[src/sv/atnp_pkg.sv]
// Shared types and constants for the argument token number parser.
// Character codes, the decoded character class and the queue geometry.
// No dependencies.
`timescale 1ns / 1ps
`default_nettype none

package atnp_pkg;

   // ASCII codes of interest
   localparam logic [7:0] CH_NUL          = 8'd0;
   localparam logic [7:0] CH_TAB          = 8'd9;
   localparam logic [7:0] CH_SPACE        = 8'd32;
   localparam logic [7:0] CH_COMMA        = 8'd44;
   localparam logic [7:0] CH_MINUS        = 8'd45;
   localparam logic [7:0] CH_ZERO         = 8'd48;
   localparam logic [7:0] CH_ONE          = 8'd49;
   localparam logic [7:0] CH_NINE         = 8'd57;
   localparam logic [7:0] CH_UPPER_A      = 8'd65;
   localparam logic [7:0] CH_UPPER_F      = 8'd70;
   localparam logic [7:0] CH_LOWER_B      = 8'd98;
   localparam logic [7:0] CH_LOWER_X      = 8'd120;
   localparam logic [7:0] HEX_LETTER_OFFS = 8'd55;

   // Token position counter saturates here
   localparam logic [1:0] POS_FIRST  = 2'd0;
   localparam logic [1:0] POS_SECOND = 2'd1;
   localparam logic [1:0] POS_REST   = 2'd2;

   // Queue between front and back
   localparam int QUEUE_DEPTH = 2;
   localparam int QUEUE_AW    = $clog2(QUEUE_DEPTH);

   // One decoded character, as carried through the queue
   typedef struct packed {
      logic       is_sep;     // space, comma, tab or NUL
      logic       is_minus;
      logic       is_dec;     // 0-9
      logic       is_hex_ltr; // A-F
      logic       is_bin;     // 0 or 1
      logic       is_zero;
      logic       is_b;
      logic       is_x;
      logic [3:0] digit;      // digit value for decimal, binary or hex
   } char_class_type;

endpackage

`default_nettype wire

[src/sv/atnp_front.sv]
// Front end: accepts characters and decodes them into a character class.
// Pushes the decoded class into the queue. Depends on atnp_pkg.
`timescale 1ns / 1ps
`default_nettype none

module atnp_front (
   input  wire logic                     req_valid,
   output logic                          req_stall,
   input  wire logic [7:0]               req_char_in,
   input  wire logic                     queue_full,
   output logic                          push,
   output atnp_pkg::char_class_type      push_data
);

   logic [3:0] hex_val;

   // Stall while the queue has no room
   assign req_stall = queue_full;
   assign push      = req_valid && !queue_full;

   // Decode the character; the low nibble of the difference is the letter value
   assign hex_val = req_char_in[3:0] - atnp_pkg::HEX_LETTER_OFFS[3:0];

   always_comb begin
      push_data.is_sep     = (req_char_in == atnp_pkg::CH_SPACE) ||
                             (req_char_in == atnp_pkg::CH_COMMA) ||
                             (req_char_in == atnp_pkg::CH_TAB)   ||
                             (req_char_in == atnp_pkg::CH_NUL);
      push_data.is_minus   = (req_char_in == atnp_pkg::CH_MINUS);
      push_data.is_dec     = (req_char_in >= atnp_pkg::CH_ZERO) &&
                             (req_char_in <= atnp_pkg::CH_NINE);
      push_data.is_hex_ltr = (req_char_in >= atnp_pkg::CH_UPPER_A) &&
                             (req_char_in <= atnp_pkg::CH_UPPER_F);
      push_data.is_bin     = (req_char_in == atnp_pkg::CH_ZERO) ||
                             (req_char_in == atnp_pkg::CH_ONE);
      push_data.is_zero    = (req_char_in == atnp_pkg::CH_ZERO);
      push_data.is_b       = (req_char_in == atnp_pkg::CH_LOWER_B);
      push_data.is_x       = (req_char_in == atnp_pkg::CH_LOWER_X);
      if (push_data.is_hex_ltr) begin
         push_data.digit = hex_val;
      end else begin
         push_data.digit = req_char_in[3:0];
      end
   end

endmodule

`default_nettype wire

[src/sv/atnp_queue.sv]
// Short queue between front end and back end, one push and one pop a cycle.
// Holds decoded character classes. Depends on atnp_pkg.
`timescale 1ns / 1ps
`default_nettype none

module atnp_queue (
   input  wire logic                     clock,
   input  wire logic                     reset,
   input  wire logic                     push,
   input  wire atnp_pkg::char_class_type push_data,
   output logic                          full,
   input  wire logic                     pop,
   output logic                          not_empty,
   output atnp_pkg::char_class_type      pop_data
);

   atnp_pkg::char_class_type                entry_ff [atnp_pkg::QUEUE_DEPTH];
   logic [atnp_pkg::QUEUE_AW-1:0]           wr_ptr_ff, wr_ptr_in;
   logic [atnp_pkg::QUEUE_AW-1:0]           rd_ptr_ff, rd_ptr_in;
   logic [atnp_pkg::QUEUE_AW:0]             count_ff, count_in;

   localparam logic [atnp_pkg::QUEUE_AW:0] FULL_COUNT =
      (atnp_pkg::QUEUE_AW+1)'(atnp_pkg::QUEUE_DEPTH);
   localparam logic [atnp_pkg::QUEUE_AW-1:0] LAST_PTR =
      atnp_pkg::QUEUE_AW'(atnp_pkg::QUEUE_DEPTH - 1);

   assign full      = (count_ff == FULL_COUNT);
   assign not_empty = (count_ff != '0);
   assign pop_data  = entry_ff[rd_ptr_ff];

   // Advance pointers and occupancy
   always_comb begin
      wr_ptr_in = wr_ptr_ff;
      rd_ptr_in = rd_ptr_ff;
      count_in  = count_ff;
      if (push) begin
         wr_ptr_in = (wr_ptr_ff == LAST_PTR) ? '0 : wr_ptr_ff + 1'b1;
      end
      if (pop) begin
         rd_ptr_in = (rd_ptr_ff == LAST_PTR) ? '0 : rd_ptr_ff + 1'b1;
      end
      if (push && !pop) begin
         count_in = count_ff + 1'b1;
      end else if (pop && !push) begin
         count_in = count_ff - 1'b1;
      end
   end

   always_ff @(posedge clock) begin
      if (reset) begin
         wr_ptr_ff <= '0;
         rd_ptr_ff <= '0;
         count_ff  <= '0;
      end else begin
         wr_ptr_ff <= wr_ptr_in;
         rd_ptr_ff <= rd_ptr_in;
         count_ff  <= count_in;
      end
   end

   // Store pushed entries
   always_ff @(posedge clock) begin
      if (push) begin
         entry_ff[wr_ptr_ff] <= push_data;
      end
   end

endmodule

`default_nettype wire

[src/sv/atnp_back.sv]
// Back end: runs the decimal, binary and hex accumulators over a token and
// emits one result per closed token through an output register. Uses atnp_pkg.
`timescale 1ns / 1ps
`default_nettype none

module atnp_back (
   input  wire logic                     clock,
   input  wire logic                     reset,
   input  wire logic                     entry_valid,
   input  wire atnp_pkg::char_class_type entry,
   output logic                          pop,
   output logic                          rsp_valid,
   input  wire logic                     rsp_stall,
   output logic signed [15:0]            rsp_value,
   output logic                          rsp_not_number
);

   // Token state
   logic        in_token_ff, in_token_in;
   logic [1:0]  pos_ff, pos_in;
   logic        first_zero_ff, first_zero_in;
   logic        hex_mode_ff, hex_mode_in;
   logic        neg_ff, neg_in;
   logic [15:0] dec_acc_ff, dec_acc_in;
   logic [15:0] bin_acc_ff, bin_acc_in;
   logic [15:0] hex_acc_ff, hex_acc_in;
   logic        dec_ok_ff, dec_ok_in;
   logic        hex_ok_ff, hex_ok_in;
   logic        bin_ok_ff, bin_ok_in;
   logic        last_b_ff, last_b_in;

   // Output register
   logic        rsp_valid_ff, rsp_valid_in;
   logic [15:0] rsp_value_ff, rsp_value_in;
   logic        rsp_nn_ff, rsp_nn_in;

   // Token state as seen by the current character (fresh at token start)
   logic [1:0]  cur_pos;
   logic        cur_first_zero, cur_hex_mode, cur_neg;
   logic [15:0] cur_dec_acc, cur_bin_acc, cur_hex_acc;
   logic        cur_dec_ok, cur_hex_ok, cur_bin_ok, cur_last_b;

   // Updated token state after taking the character
   logic [1:0]  nxt_pos;
   logic        nxt_first_zero, nxt_hex_mode, nxt_neg;
   logic [15:0] nxt_dec_acc, nxt_bin_acc, nxt_hex_acc;
   logic        nxt_dec_ok, nxt_hex_ok, nxt_bin_ok, nxt_last_b;

   logic        emit;
   logic        out_free;
   logic        res_ok;
   logic [15:0] res_raw;

   assign emit     = entry.is_sep && in_token_ff;
   assign out_free = !rsp_valid_ff || !rsp_stall;
   assign pop      = entry_valid && (!emit || out_free);

   // Select current state, or reset values when a new token opens
   always_comb begin
      if (in_token_ff) begin
         cur_pos        = pos_ff;
         cur_first_zero = first_zero_ff;
         cur_hex_mode   = hex_mode_ff;
         cur_neg        = neg_ff;
         cur_dec_acc    = dec_acc_ff;
         cur_bin_acc    = bin_acc_ff;
         cur_hex_acc    = hex_acc_ff;
         cur_dec_ok     = dec_ok_ff;
         cur_hex_ok     = hex_ok_ff;
         cur_bin_ok     = bin_ok_ff;
         cur_last_b     = last_b_ff;
      end else begin
         cur_pos        = atnp_pkg::POS_FIRST;
         cur_first_zero = 1'b0;
         cur_hex_mode   = 1'b0;
         cur_neg        = 1'b0;
         cur_dec_acc    = '0;
         cur_bin_acc    = '0;
         cur_hex_acc    = '0;
         cur_dec_ok     = 1'b1;
         cur_hex_ok     = 1'b1;
         cur_bin_ok     = 1'b1;
         cur_last_b     = 1'b0;
      end
   end

   // Take one token character on all three paths
   always_comb begin
      nxt_neg        = cur_neg;
      nxt_dec_acc    = cur_dec_acc;
      nxt_dec_ok     = cur_dec_ok;
      nxt_bin_acc    = cur_bin_acc;
      nxt_bin_ok     = cur_bin_ok && !cur_last_b;
      nxt_last_b     = 1'b0;
      nxt_first_zero = cur_first_zero;
      nxt_hex_mode   = cur_hex_mode;
      nxt_hex_acc    = cur_hex_acc;
      nxt_hex_ok     = cur_hex_ok;

      // decimal: acc * 10 + digit, minus only in first place
      if ((cur_pos == atnp_pkg::POS_FIRST) && entry.is_minus) begin
         nxt_neg = 1'b1;
      end else if (entry.is_dec) begin
         nxt_dec_acc = (cur_dec_acc << 3) + (cur_dec_acc << 1) + {12'd0, entry.digit};
      end else begin
         nxt_dec_ok = 1'b0;
      end

      // binary: a b is only valid as the last character
      if (entry.is_bin) begin
         nxt_bin_acc = {cur_bin_acc[14:0], entry.digit[0]};
      end else if (entry.is_b) begin
         nxt_last_b = 1'b1;
      end else begin
         nxt_bin_ok = 1'b0;
      end

      // hex: prefix check on the first two, digits after that
      unique case (cur_pos)
         atnp_pkg::POS_FIRST: begin
            nxt_first_zero = entry.is_zero;
         end
         atnp_pkg::POS_SECOND: begin
            nxt_hex_mode = cur_first_zero && entry.is_x;
         end
         default: begin
            if (entry.is_dec || entry.is_hex_ltr) begin
               nxt_hex_acc = {cur_hex_acc[11:0], entry.digit};
            end else begin
               nxt_hex_ok = 1'b0;
            end
         end
      endcase

      if (cur_pos == atnp_pkg::POS_REST) begin
         nxt_pos = cur_pos;
      end else begin
         nxt_pos = cur_pos + 2'd1;
      end
   end

   // Pick the closing token's result
   always_comb begin
      if (hex_mode_ff) begin
         res_ok  = hex_ok_ff;
         res_raw = hex_acc_ff;
      end else if (last_b_ff) begin
         res_ok  = bin_ok_ff;
         res_raw = bin_acc_ff;
      end else begin
         res_ok  = dec_ok_ff;
         res_raw = neg_ff ? (16'd0 - dec_acc_ff) : dec_acc_ff;
      end
   end

   // Advance token state
   always_comb begin
      in_token_in   = in_token_ff;
      pos_in        = pos_ff;
      first_zero_in = first_zero_ff;
      hex_mode_in   = hex_mode_ff;
      neg_in        = neg_ff;
      dec_acc_in    = dec_acc_ff;
      bin_acc_in    = bin_acc_ff;
      hex_acc_in    = hex_acc_ff;
      dec_ok_in     = dec_ok_ff;
      hex_ok_in     = hex_ok_ff;
      bin_ok_in     = bin_ok_ff;
      last_b_in     = last_b_ff;
      if (pop) begin
         if (!entry.is_sep) begin
            in_token_in   = 1'b1;
            pos_in        = nxt_pos;
            first_zero_in = nxt_first_zero;
            hex_mode_in   = nxt_hex_mode;
            neg_in        = nxt_neg;
            dec_acc_in    = nxt_dec_acc;
            bin_acc_in    = nxt_bin_acc;
            hex_acc_in    = nxt_hex_acc;
            dec_ok_in     = nxt_dec_ok;
            hex_ok_in     = nxt_hex_ok;
            bin_ok_in     = nxt_bin_ok;
            last_b_in     = nxt_last_b;
         end else begin
            in_token_in = 1'b0;
         end
      end
   end

   // Load or hold the output register
   always_comb begin
      rsp_valid_in = rsp_valid_ff && rsp_stall;
      rsp_value_in = rsp_value_ff;
      rsp_nn_in    = rsp_nn_ff;
      if (pop && emit) begin
         rsp_valid_in = 1'b1;
         rsp_value_in = res_ok ? res_raw : 16'd0;
         rsp_nn_in    = !res_ok;
      end
   end

   always_ff @(posedge clock) begin
      if (reset) begin
         in_token_ff  <= 1'b0;
         rsp_valid_ff <= 1'b0;
      end else begin
         in_token_ff  <= in_token_in;
         rsp_valid_ff <= rsp_valid_in;
      end
   end

   always_ff @(posedge clock) begin
      pos_ff        <= pos_in;
      first_zero_ff <= first_zero_in;
      hex_mode_ff   <= hex_mode_in;
      neg_ff        <= neg_in;
      dec_acc_ff    <= dec_acc_in;
      bin_acc_ff    <= bin_acc_in;
      hex_acc_ff    <= hex_acc_in;
      dec_ok_ff     <= dec_ok_in;
      hex_ok_ff     <= hex_ok_in;
      bin_ok_ff     <= bin_ok_in;
      last_b_ff     <= last_b_in;
      rsp_value_ff  <= rsp_value_in;
      rsp_nn_ff     <= rsp_nn_in;
   end

   assign rsp_valid      = rsp_valid_ff;
   assign rsp_value      = rsp_value_ff;
   assign rsp_not_number = rsp_nn_ff;

endmodule

`default_nettype wire

[src/sv/argument_token_number_parser.sv]
// Command-line number parser: takes one character per cycle and, for every
// token closed by a space, comma, tab or NUL, returns one signed 16-bit value
// with a not_number flag. Tokens starting with 0x are uppercase hex, tokens
// ending in b are binary, all others decimal with an optional leading minus;
// sums wrap modulo 2^16 and an invalid token returns 0. A character is
// accepted every cycle while the two-entry queue between the decoding front
// end and the accumulating back end has room; the back end takes one queued
// character per cycle, so sustained rate is one character per cycle. A result
// is loaded into the output register when the back end pops the closing
// separator from the queue, and the back end only stops while that register
// is held by rsp_stall. Depends on atnp_pkg, atnp_front, atnp_queue and atnp_back.
`timescale 1ns / 1ps
`default_nettype none

module argument_token_number_parser (
   input  wire logic                clock,
   input  wire logic                reset,
   input  wire logic                req_valid,
   output logic                     req_stall,
   input  wire logic [7:0]          req_char_in,
   output logic                     rsp_valid,
   input  wire logic                rsp_stall,
   output logic signed [15:0]       rsp_value,
   output logic                     rsp_not_number
);

   atnp_pkg::char_class_type push_data;
   atnp_pkg::char_class_type pop_data;
   logic                     push;
   logic                     pop;
   logic                     queue_full;
   logic                     queue_not_empty;

   // Decode incoming characters
   atnp_front u_front (
      .req_valid   (req_valid),
      .req_stall   (req_stall),
      .req_char_in (req_char_in),
      .queue_full  (queue_full),
      .push        (push),
      .push_data   (push_data)
   );

   // Decouple front and back
   atnp_queue u_queue (
      .clock     (clock),
      .reset     (reset),
      .push      (push),
      .push_data (push_data),
      .full      (queue_full),
      .pop       (pop),
      .not_empty (queue_not_empty),
      .pop_data  (pop_data)
   );

   // Accumulate tokens and deliver results
   atnp_back u_back (
      .clock          (clock),
      .reset          (reset),
      .entry_valid    (queue_not_empty),
      .entry          (pop_data),
      .pop            (pop),
      .rsp_valid      (rsp_valid),
      .rsp_stall      (rsp_stall),
      .rsp_value      (rsp_value),
      .rsp_not_number (rsp_not_number)
   );

endmodule

`default_nettype wire
[config.mk]
export PLATFORM = sky130hd
export DESIGN_NAME = argument_token_number_parser
export DESIGN_NICKNAME = d
export VERILOG_FILES = /design/src/sv/atnp_pkg.sv /design/src/sv/atnp_front.sv /design/src/sv/atnp_queue.sv /design/src/sv/atnp_back.sv /design/src/sv/argument_token_number_parser.sv
export SDC_FILE = /design/constraint.sdc
export NUM_CORES = 1
export LEC_CHECK = 0
export BUFFER_PORTS_ARGS = -buffer_cell sky130_fd_sc_hd__buf_2
export CORE_UTILIZATION = 66
export DETAILED_ROUTE_END_ITERATION = 8
export PLACE_DENSITY = 0.85
export SKIP_LAST_GASP = 1
export SYNTH_ARGS = -nofsm -noshare
export SYNTH_HDL_FRONTEND = slang
export SYNTH_SLANG_ARGS = --single-unit
[constraint.sdc]
create_clock -name clock -period 7.9 [get_ports clock]
set_clock_uncertainty 0.05 [all_clocks]
set_input_delay 0.395 -clock clock [delete_from_list [all_inputs] [get_ports clock]]
set_output_delay 0.395 -clock clock [all_outputs]
set_load 0.02 [all_outputs]
-- Word-level counts from Yosys, hierarchy flattened
Memory sizes are Yosys's and may differ from the RTL's. A register that Yosys moved wholly into a read port is not among the register bits.
Index checks and enable logic that the tools add are counted.
- $lt $le $gt $ge: 4
- div/mod/pow operators: 0
- reduce and logical (&&, ||, !) cells: 36
- shift operators: 0
- multiplexer cells: 41
- add/subtract/negate cells: 9
- $mul: 0
- equal/unequal tests: 14
- bitwise logic cells: 1
- operator list (cell ; number):
    16-bit two-way mux ; 11
    8-bit by 6-bit equality test with 1-bit output, second input constant ; 5
    1-bit two-way mux ; 25
    16-bit adder ; 1
    16-bit by 4-bit adder with 16-bit output ; 1
    8-bit by 7-bit equality test with 1-bit output, second input constant ; 2
    1-bit by 16-bit subtractor with 16-bit output, first input constant ; 1
    1-bit logical AND ; 12
    3-bit AND reduction ; 3
    8-bit by 4-bit equality test with 1-bit output, second input constant ; 1
    8-bit by 6-bit >= comparator with 1-bit output, second input constant ; 1
    8-bit by 7-bit >= comparator with 1-bit output, second input constant ; 1
    8-bit by 6-bit <= comparator with 1-bit output, second input constant ; 1
    8-bit by 7-bit <= comparator with 1-bit output, second input constant ; 1
    1-bit logical NOT ; 8
    8-bit logical NOT ; 1
    2-bit two-way mux ; 4
    1-bit logical OR ; 7
    2-bit inequality test, second input constant ; 3
    2-bit by 1-bit adder with 2-bit output, second input constant ; 2
    2-bit equality test, second input constant ; 2
    4-bit two-way mux ; 1
    2-bit nonzero test ; 2
    4-bit by 3-bit subtractor with 4-bit output, second input constant ; 1
    7 further kinds ; 8
- register bits after elaboration: 80
- bits in writable memories: 24
- latch bits: 0
- memories kept: 1
- output and inout bits: 19
- memory bits (read-only): 0
- memories (name ; words ; bits a word ; read ports ; clocked after memory_dff ; write ports ; line ; text):
    u_queue.entry_ff ; 2 ; 12 ; 1 ; 1 ; 1 ; atnp_queue.sv:17 ; atnp_pkg::char_class_type entry_ff [atnp_pkg::QUEUE_DEPTH];

-- Logic depth before layout (Yosys ltp)
Gate-level depths: netlist of the first run.
- word-level depth: 7
- gate-level depth with buffers: 14

-- Modules after synthesis
Synthesis of the first run repeated with hierarchy kept, for this count alone.
- cell total of the unflattened synthesis: 578
- area total of the unflattened synthesis: 6114.6 µm²
- modules (own cells, without submodules) (module ; cells each ; instances ; area an instance (µm²) ; seq. area each (µm²)):
    atnp_back ; 472 ; 1 ; 4729.5 ; 2262.2
    atnp_queue ; 59 ; 1 ; 1071.0 ; 820.8
    atnp_front ; 47 ; 1 ; 314.1 ; 0.0

-- Worst setup path before layout of the first run
Ideal clock, no wire load.
- path type: register to register
- start: reg (tool-made name)
- end: reg u_back.dec_acc_ff[13], data pin
- stages on the path, launching flop included: 12
- library setup time: 0.255 ns
- period minus slack after synthesis: 3.475 ns
- data required time: 7.595 ns
- arrival time: 3.170 ns
- slack: 4.425 ns
- cell sequence: dfxtp_1 > clkbuf_1 > buf_1 > mux2i_1 > fa_1 > inv_1 > ha_1 > a21oi_1 > o21ai_0 > a41o_1 > or4_1 > and3_1
- RTL lines (what ; line ; text):
    end signal, assigned ; atnp_back.sv:217 ; dec_acc_ff <= dec_acc_in;
    end, declared ; atnp_back.sv:24 ; logic [15:0] dec_acc_ff, dec_acc_in;

==> results.yml, run 1 <==
worst_setup_path:
  cp-endpoint: "u_back.dec_acc_ff[13]"
  critPathRequiredTime_ps: 7980
  worstPathMaxFanout: 16
  r2r-end: "u_back.dec_acc_ff[13]"
  start_kind: "flop"
  rrSetupSlack_ps: 4250
  crit_path_end_kind: "flop"
  crit_arrival_ps: 3730
  reg2reg_depth: 9
  worstSetupPathType: "reg2reg"
route:
  postRouteAntennaNets: 0
  drt_first_pass_iters: 7
  wire_per_inst_um: 16.6
  vias_per_cell: 6.22
  drt_wl_total_um: 11800
  drt_iter0_drc: 352
  vias: 4419
  post-route-drc-count: 8
sta:
  fmax_mhz: 274
  period_minus_slack_ps: 3650
  worst_pin_slew_ps: 1200
  setup_violations: 0
  finalMaxSlewViolations: 0
  fin_crit_sh: 0.462
  slew_headroom: 0.202
  hold_viol_final: 0
  rsz0062_at_grt: "false"
  fin_tns_setup_ps: 0
finish:
  final_common_cell: "nand2_1"
  syn_to_final_growth_pct: 6.65
  diodes: 0
  mostFrequentLayoutCells: "nand2_1, edfxtp_1, o21ai_0"
  drive_gt1_frac: 0.110
  design_area_um2: 6440
  nets: 645
power:
  p_comb_frac: 0.362
  switching_share: 0.393
  pwr-share-clk: 0.155
  powerDensity_nw_per_um2: 315
  p_leak_nw: 2.61
  intPower_mw: 1.23
  p_seq_frac: 0.482
  power_mw: 2.03
  ir_drop_v: 0.000171
  p_sw_uw: 799
global_route:
  grt_pass1_vias: 4172
  grt_pass1_wl_um: 20000
  grtUsageTotal: 0.263
  grt_max_degree: 63
  grt-ovfl-total: 0
  antenna_found_initial: 0
place:
  dp_hpwl_um: 8380
  globalplace.congestion: 0.909
  place_area_um2: 6250
  port_buffers: 30
clocking:
  cts_made_buffers: 9
  htreeDepth: 3
  tritoncts: "done"
  post_cts_resized: 0
  clock-sinks: 105
  post_cts_buffers: 0
  cts_buffer_depth: 2
  hold_buffers: 0
  clk_latency_ps: 370
  cts_root_buf: "clkbuf_8"
  path_clk_slew_ps: 110
run:
  drv_cap: 0
run_status:
  status: "finished, violations left"
  violations: "DRC"
yosys:
  synth-seq-cells: 105
  synth_cells: 580
  async_flop_share: 0
  syn-num-nets: 628
  yosys_warnings: 0
  syn_area_per_cell_um2: 10.4
  synth_top_flop_cell: "edfxtp_1"
  synth-edff-count: 98
  ys_seq_area_frac: 0.511
  yosysUniqueCellTypes: 53
  synth_area_um2: 6040
floorplanning:
  io_pins: 31
  rows: 34
  die_y_um: 97.6
  fp.dieW_um: 97.6
  core-area_um2: 8810
  start_util: 0.685
  die-area_um2: 9530
worst_hold_path:
  hold_path_class: "in2reg"
flip-flops by register name, indices dropped and copies added, names as in the netlist, 2 cells and up, named ones only:
register           cells
u_queue.count_ff       2
u_queue.entry_ff      24
u_back.bin_acc_ff     16
u_back.pos_ff          2
u_back.dec_acc_ff     16
u_back.hex_acc_ff     16
u_back.rsp_value      16
area by class of cell:
class | instances | area [µm²]
clock buffer | 9 | 124
clock inverter | 7 | 62.6
fill | 569 | 2370
inverter | 21 | 78.8
multi-input combinational | 426 | 2770
sequential | 105 | 3080
tap | 108 | 135
timing repair buffer | 34 | 180
routing by layer:
metal / GRT usage / up-vias / share of wire
met2: 0.448 / 177 / 0.49
met5: 0 / - / 0
li1: - / 2132 / -
met3: 0.0432 / 24 / 0.056
met1: 0.345 / 2086 / 0.43
met4: 0.0862 / 0 / 0.022
how the worst min path moves through the flow:
stage	from	endpoint	slack, ps	cells past startpoint
final	reset	u_queue.wr_ptr_ff	200	2
after global routing	reset	flop	210	2
after CTS	reset	u_queue.wr_ptr_ff	190	2
after detailed placement	u_queue.rd_ptr_ff	flop	450	2
after global placement	u_queue.rd_ptr_ff	u_queue.rd_ptr_ff	440	2
after floorplan	reset	u_queue.count_ff[1]	410	1
metrics by stage:
step                      hold WS, ps  worst slack [ps]  cells  utilization
after global placement            438              4430    694        0.710
after floorplan                   414              4420    580            -
final                             204              4250    710        0.731
after detailed placement          452              4300    694        0.710
after global routing              213              3980    710        0.731
after CTS                         194              4270    710        0.731
power groups by stage:
stage          Clock [mW]  Combinational, mW  Sequential, mW
2_1_floorplan           0              0.590           0.927
3_3_place_gp            0              0.702           0.982
3_5_place_dp            0              0.731           0.989
4_1_cts             0.320              0.732           0.977
5_1_grt             0.341              0.818            1.00
6_report            0.316              0.735           0.980
synth_stat cells, drive strengths merged (11+ instances only):
cell	count	area [µm²]
clkbuf	25	93.8
xor2	20	175
o21ai	39	195
xnor2	12	105
inv	21	78.8
nor2	28	105
a21oi	28	140
ha	34	425
nand2	102	383
nand3	27	135
and2	13	82.6
mux2i	11	110
a21boi	14	105
edfxtp	98	2940
worst max-delay path, stage by stage (launching register included):
cell and delay [ps]:
dfxtp_1 780, mux2i_1 260, fa_1 630, inv_1 60, ha_1 270, a21oi_1 70
o21ai_0 470, a41oi_1 290, or3_1 360, and3_1 150
kinds of logic after synthesis:
family | count (synthesis) | synth area share
mux | 20 | 0.0350
compound gates | 123 | 0.130
fa+ha+maj | 36 | 0.0771
xor+xnor | 32 | 0.0464
simple gates | 215 | 0.170
flops | 105 | 0.511
buf+inv | 49 | 0.0307
No activity file was read; power rests on OpenSTA's default activity.
==> inputs of run 2 (changes only) <==
Settings changed: ABC_AREA set to 1, CORE_UTILIZATION 66 to 62, PLACE_DENSITY 0.85 to 0.8.
Clock period 7.9 ns to 3.6 ns, I/O delays scaled along.
==> results.yml, run 2 <==
finish:
  drive_gt1_frac: 0.124
  mostFrequentLayoutCells: "nand2_1, edfxtp_1, inv_1"
  diodes: 0
  largest_register_ffs: 24
  final_common_cell: "nand2_1"
  design_area_um2: 6750
  nets: 785
  syn_to_final_growth_pct: 6.88
  regMostFlops: "u_queue.entry_ff"
run_status:
  status: "finished clean"
power:
  p_leak_nw: 2.92
  powerDensity_nw_per_um2: 791
  ir_drop_v: 0.000336
  power_mw: 5.33
place:
  globalplace.congestion: 0.896
  dp_hpwl_um: 9500
  place_area_um2: 6540
  port_buffers: 30
  place_ws_ps: 441
worst_setup_path:
  worstPathMaxFanout: 13
  crit_arrival_ps: 3260
  crit_top_cell: "nand2_1"
  critPathRequiredTime_ps: 3690
  reg2reg_depth: 12
  start_kind: "flop"
  max_stage_delay_ps: 670
  crit_path_end_kind: "flop"
  path_depth: 12
  slowest_stage: "dfxtp_1"
  cp_cell_sequence: "mux2i_1 > fa_1 > fa_1 > inv_1 > nand3_1 > nand2_1 > nand2_1 > nand2_1 > a21oi_1 > or2_2 > nand3_1 > nand2_1"
  worstSetupPathType: "reg2reg"
  crit_family: "adder cells"
  r2r-end: "u_back.dec_acc_ff[12]"
  rrSetupSlack_ps: 430
  path_buf_inv: 1
yosys:
  yosysUniqueCellTypes: 47
  syn_area_per_cell_um2: 8.87
  syn-num-nets: 760
  yosysMostFrequentCell: "nand2_1"
  yosysTopAreaCell: "edfxtp_1"
  synth_cells: 712
  async_flop_share: 0
  synth_top_flop_cell: "edfxtp_1"
  synth_top_area_share: 0.466
  synth-edff-count: 98
  ys_seq_area_frac: 0.488
  synthTopCellsByCount: "nand2_1, edfxtp_1, inv_1"
  yosys_warnings: 0
  synthTopCellsByArea: "edfxtp_1, nand2_1, ha_1"
  synth-seq-cells: 105
  synth_area_um2: 6310
route:
  wire_per_inst_um: 14.4
  vias_per_cell: 5.57
  postRouteAntennaNets: 0
  vias: 4871
  drt_first_pass_iters: 6
  post-route-drc-count: 0
  drt_iter0_drc: 266
  drt_wl_total_um: 12600
sta:
  fin_crit_sh: 0.880
  fin_ws_ps: 433
  rsz0062_at_grt: "false"
  fmax_mhz: 316
  fin_tns_setup_ps: 0
  slew_headroom: 0.320
  period_minus_slack_ps: 3170
  setup_violations: 0
  hold_viol_final: 0
  worst_pin_slew_ps: 1020
  hold_slack_ps: 10.2
  finalMaxSlewViolations: 0
floorplanning:
  core-area_um2: 9820
  rows: 36
  die-area_um2: 10600
  fp.dieW_um: 103
  die_y_um: 103
  io_pins: 31
  start_util: 0.643
global_route:
  grt_pass1_wl_um: 20500
  grt_max_degree: 57
  antenna_found_initial: 0
  grtUsageTotal: 0.252
  grt-ovfl-total: 0
  grt_pass1_vias: 4374
worst_hold_path:
  hold_path_class: "in2reg"
  whs_endpoint: "u_back.rsp_valid"
  hold_start: "rsp_stall"
  whs_path_depth: 3
clocking:
  htreeDepth: 3
  clock-sinks: 105
  clk_latency_ps: 380
  path_clk_slew_ps: 110
  cts_made_buffers: 9
  cts_buffer_depth: 2
  tritoncts: "done"
  post_cts_buffers: 0
  cts_root_buf: "clkbuf_8"
run:
  drv_cap: 0
## run 2: changes by cell type in the layout (fill, tap and decap cells not counted), moves of 14 or more
| cell | before | now |
|---|---|---|
| a21oi_1 | 28 | 46 |
| xor2_1 | 20 | 3 |
| inv_1 | 20 | 73 |
| nor2_1 | 28 | 52 |
| nand3_1 | 27 | 57 |
| nand2_1 | 102 | 181 |
| a21boi_0 | 14 | 0 |
| o21ai_2 | 0 | 22 |
## run 2: final cells by class
type | instances | area [µm²]
Clock inverter | 7 | 70.1
Inverter | 78 | 293
Clock buffer | 9 | 124
Timing Repair Buffer | 37 | 205
Tap cell | 133 | 166
Sequential cell | 105 | 3080
Fill cell | 807 | 3070
Multi-Input combinational cell | 506 | 2810
## run 2: kinds of logic after synthesis
group,synth area share
simple gates,0.223
compound gates,0.125
flops,0.488
buf+inv,0.0686
fa+ha+maj,0.0737
xor+xnor,0.0153
mux,0.00634
## run 2: per-layer routing
metal,global-route usage,share of wire,vias to the layer above
li1,-,-,2478
met1,0.331,0.45,2237
met2,0.418,0.48,133
met3,0.0427,0.043,23
met4,0.102,0.030,0
met5,0,0,-
## run 2: per-stage QoR
stage                     utilization  cells
final                           0.687    875
after global routing            0.687    875
after CTS                       0.687    875
after detailed placement        0.666    858
after global placement          0.666    858
after floorplan                     -    712
## run 2: where the power goes
| part | total (mW) | switching (mW) | leakage, nW | internal, mW |
|---|---|---|---|---|
| clock | 0.714 | 0.442 | 0.0959 | 0.272 |
| combinational | 2.34 | 1.57 | 1.83 | 0.765 |
| sequential | 2.28 | 0.330 | 0.991 | 1.95 |
| total | 5.33 | 2.34 | 2.92 | 2.99 |
## run 2: what timing repair did
item / in CTS / in global routing
gates resized for setup: 0 / 0
hold endpoints to repair: 3 / 0
hold buffers: 1 / 0
## run 2: how the worst max path moves through the flow
stage                            endpoint  slack, ps
floorplan           u_back.bin_acc_ff[15]        550
detailed placement  u_back.dec_acc_ff[12]        440
global route        u_back.dec_acc_ff[12]        230
finish              u_back.dec_acc_ff[12]        430
global placement    u_back.dec_acc_ff[12]        510
CTS                 u_back.dec_acc_ff[12]        420
## run 2: worst reg2reg max path: cells and delay by family, from the launching register on
family,cells,cell delay (ps)
AO/OA/AOI/OAI,1,80
adder cells (fa/ha/maj),2,940
buffers and inverters,1,80
flip-flops,1,670
multiplexers,1,380
AND/OR/NAND/NOR,7,740
==> inputs of run 3 (changes only) <==
Settings changed: CORE_MARGIN set to 2.
==> results.yml, run 3 (same netlist as run 2, synthesis figures left out) <==
global_route:
  grt_pass1_vias: 4675
  antenna_found_initial: 0
  grt-ovfl-total: 0
  grtUsageTotal: 0.245
  grt_pass1_wl_um: 21600
  grt_max_degree: 52
clocking:
  clock-sinks: 105
  post_cts_resized: 0
  tritoncts: "done"
  path_clk_slew_ps: 110
  htreeDepth: 3
  cts_buffer_depth: 2
  clk_latency_ps: 380
  cts_made_buffers: 9
  cts_root_buf: "clkbuf_8"
sta:
  setup_violations: 0
  worst_pin_slew_ps: 1020
  hold_viol_final: 0
  hold_slack_ps: 172
  rsz0062_at_grt: "false"
  slew_headroom: 0.316
  fmax_mhz: 322
  period_minus_slack_ps: 3110
  fin_crit_sh: 0.863
  fin_tns_setup_ps: 0
  fin_ws_ps: 493
  finalMaxSlewViolations: 0
place:
  dp_hpwl_um: 9720
  dp_cells: 859
  place_ws_ps: 537
  globalplace.congestion: 0.924
  port_buffers: 30
floorplanning:
  fp.dieW_um: 105
  die_y_um: 105
  core-area_um2: 9820
  io_pins: 31
  start_util: 0.643
  rows: 36
  die-area_um2: 11000
finish:
  mostFrequentLayoutCells: "nand2_1, edfxtp_1, inv_1"
  syn_to_final_growth_pct: 7.47
  largest_register_ffs: 24
  drive_gt1_frac: 0.125
  n_fill_cell: 776
  final_common_cell: "nand2_1"
  regArea_um2: 3080
  diodes: 0
  nets: 787
  regMostFlops: "u_queue.entry_ff"
  multi_input_area_um2: 2810
  instances_no_fill: 877
route:
  drt_first_pass_iters: 6
  post-route-drc-count: 0
  wire_per_inst_um: 15.0
  drt_wl_total_um: 13200
  vias: 5061
  postRouteAntennaNets: 0
  vias_per_cell: 5.77
  drt_iter0_drc: 309
power:
  p_leak_nw: 2.94
  powerDensity_nw_per_um2: 802
  ir_drop_v: 0.000422
worst_hold_path:
  whs_path_depth: 3
  whs_endpoint: "u_queue.entry_ff[0][10]"
  hold_path_class: "in2reg"
  hold_start: "req_char_in[2]"
worst_setup_path:
  rrSetupSlack_ps: 490
  crit_arrival_ps: 3190
  worstPathMaxFanout: 8
  critPathRequiredTime_ps: 3690
  crit_path_end_kind: "flop"
  reg2reg_depth: 12
  start_kind: "flop"
  r2r-end: "u_back.dec_acc_ff[12]"
  worstSetupPathType: "reg2reg"
run_status:
  status: "finished clean"
run:
  drv_cap: 0
## run 3: cell count changes in the layout (fill, tap and decap cells not counted)
cell / previous run / this run
clkbuf_16: 0 / 1
clkbuf_8: 9 / 10
dlygate4sd3_1: 1 / 2
clkinvlp_4: 1 / 0
inv_8: 1 / 0
buf_4: 6 / 7
## run 3: area by class of cell
cell class,count,share of cell area
multi-input cells,506,0.413
inverters,78,0.0431
repair buffers,39,0.0328
flip-flops and latches,105,0.455
well taps,133,0.0245
clock buffers,11,0.0240
clock inverters,5,0.00756
## run 3: metrics by stage
step / utilization / total power [mW] / area (µm²)
detailed placement: 0.667 / 4.65 / 6550
floorplan: - / 4.06 / 6320
global route: 0.691 / 5.82 / 6790
global placement: 0.667 / 4.54 / 6550
finish: 0.691 / 5.44 / 6790
CTS: 0.691 / 5.42 / 6790
## run 3: worst max-delay path, stage by stage (launching register included)
cell	delay [ps]
dfxtp_1	530
mux2i_1	370
fa_1	500
fa_1	460
inv_1	90
nand3_1	70
nand2_1	150
nand2_1	80
nand2_1	100
a21oi_1	80
or2_2	270
nand3_1	70
nand2_1	50
## run 3: how the worst max path moves through the flow
stage,startpoint,endpoint,slack (ps),cells past startpoint
floorplan,flop,u_back.bin_acc_ff[15],550,8
global placement,flop,u_back.dec_acc_ff[12],660,12
detailed placement,flop,u_back.dec_acc_ff[12],540,12
CTS,flop,u_back.dec_acc_ff[12],480,12
global route,flop,u_back.dec_acc_ff[12],300,12
finish,flop,u_back.dec_acc_ff[12],490,12
## run 3: metal layers
| metal | GRT usage | part of all wire | vias to the layer above |
|---|---|---|---|
| li1 | - | - | 2484 |
| met1 | 0.314 | 0.43 | 2377 |
| met2 | 0.413 | 0.49 | 170 |
| met3 | 0.0430 | 0.053 | 30 |
| met4 | 0.0971 | 0.030 | 0 |
| met5 | 0 | 0 | - |
## run 3: report_power, final
part | switching, mW | leakage [nW] | internal, mW
Clock | 0.443 | 0.109 | 0.329
Combinational | 1.61 | 1.84 | 0.765
Sequential | 0.338 | 0.991 | 1.96
Total | 2.39 | 2.94 | 3.05
## run 3: what timing repair did
item | CTS | global route
setup endpoints to repair | 0 | 0
hold buffers | 2 | 0
setup buffers | 0 | 0
hold endpoints to repair | 3 | 0
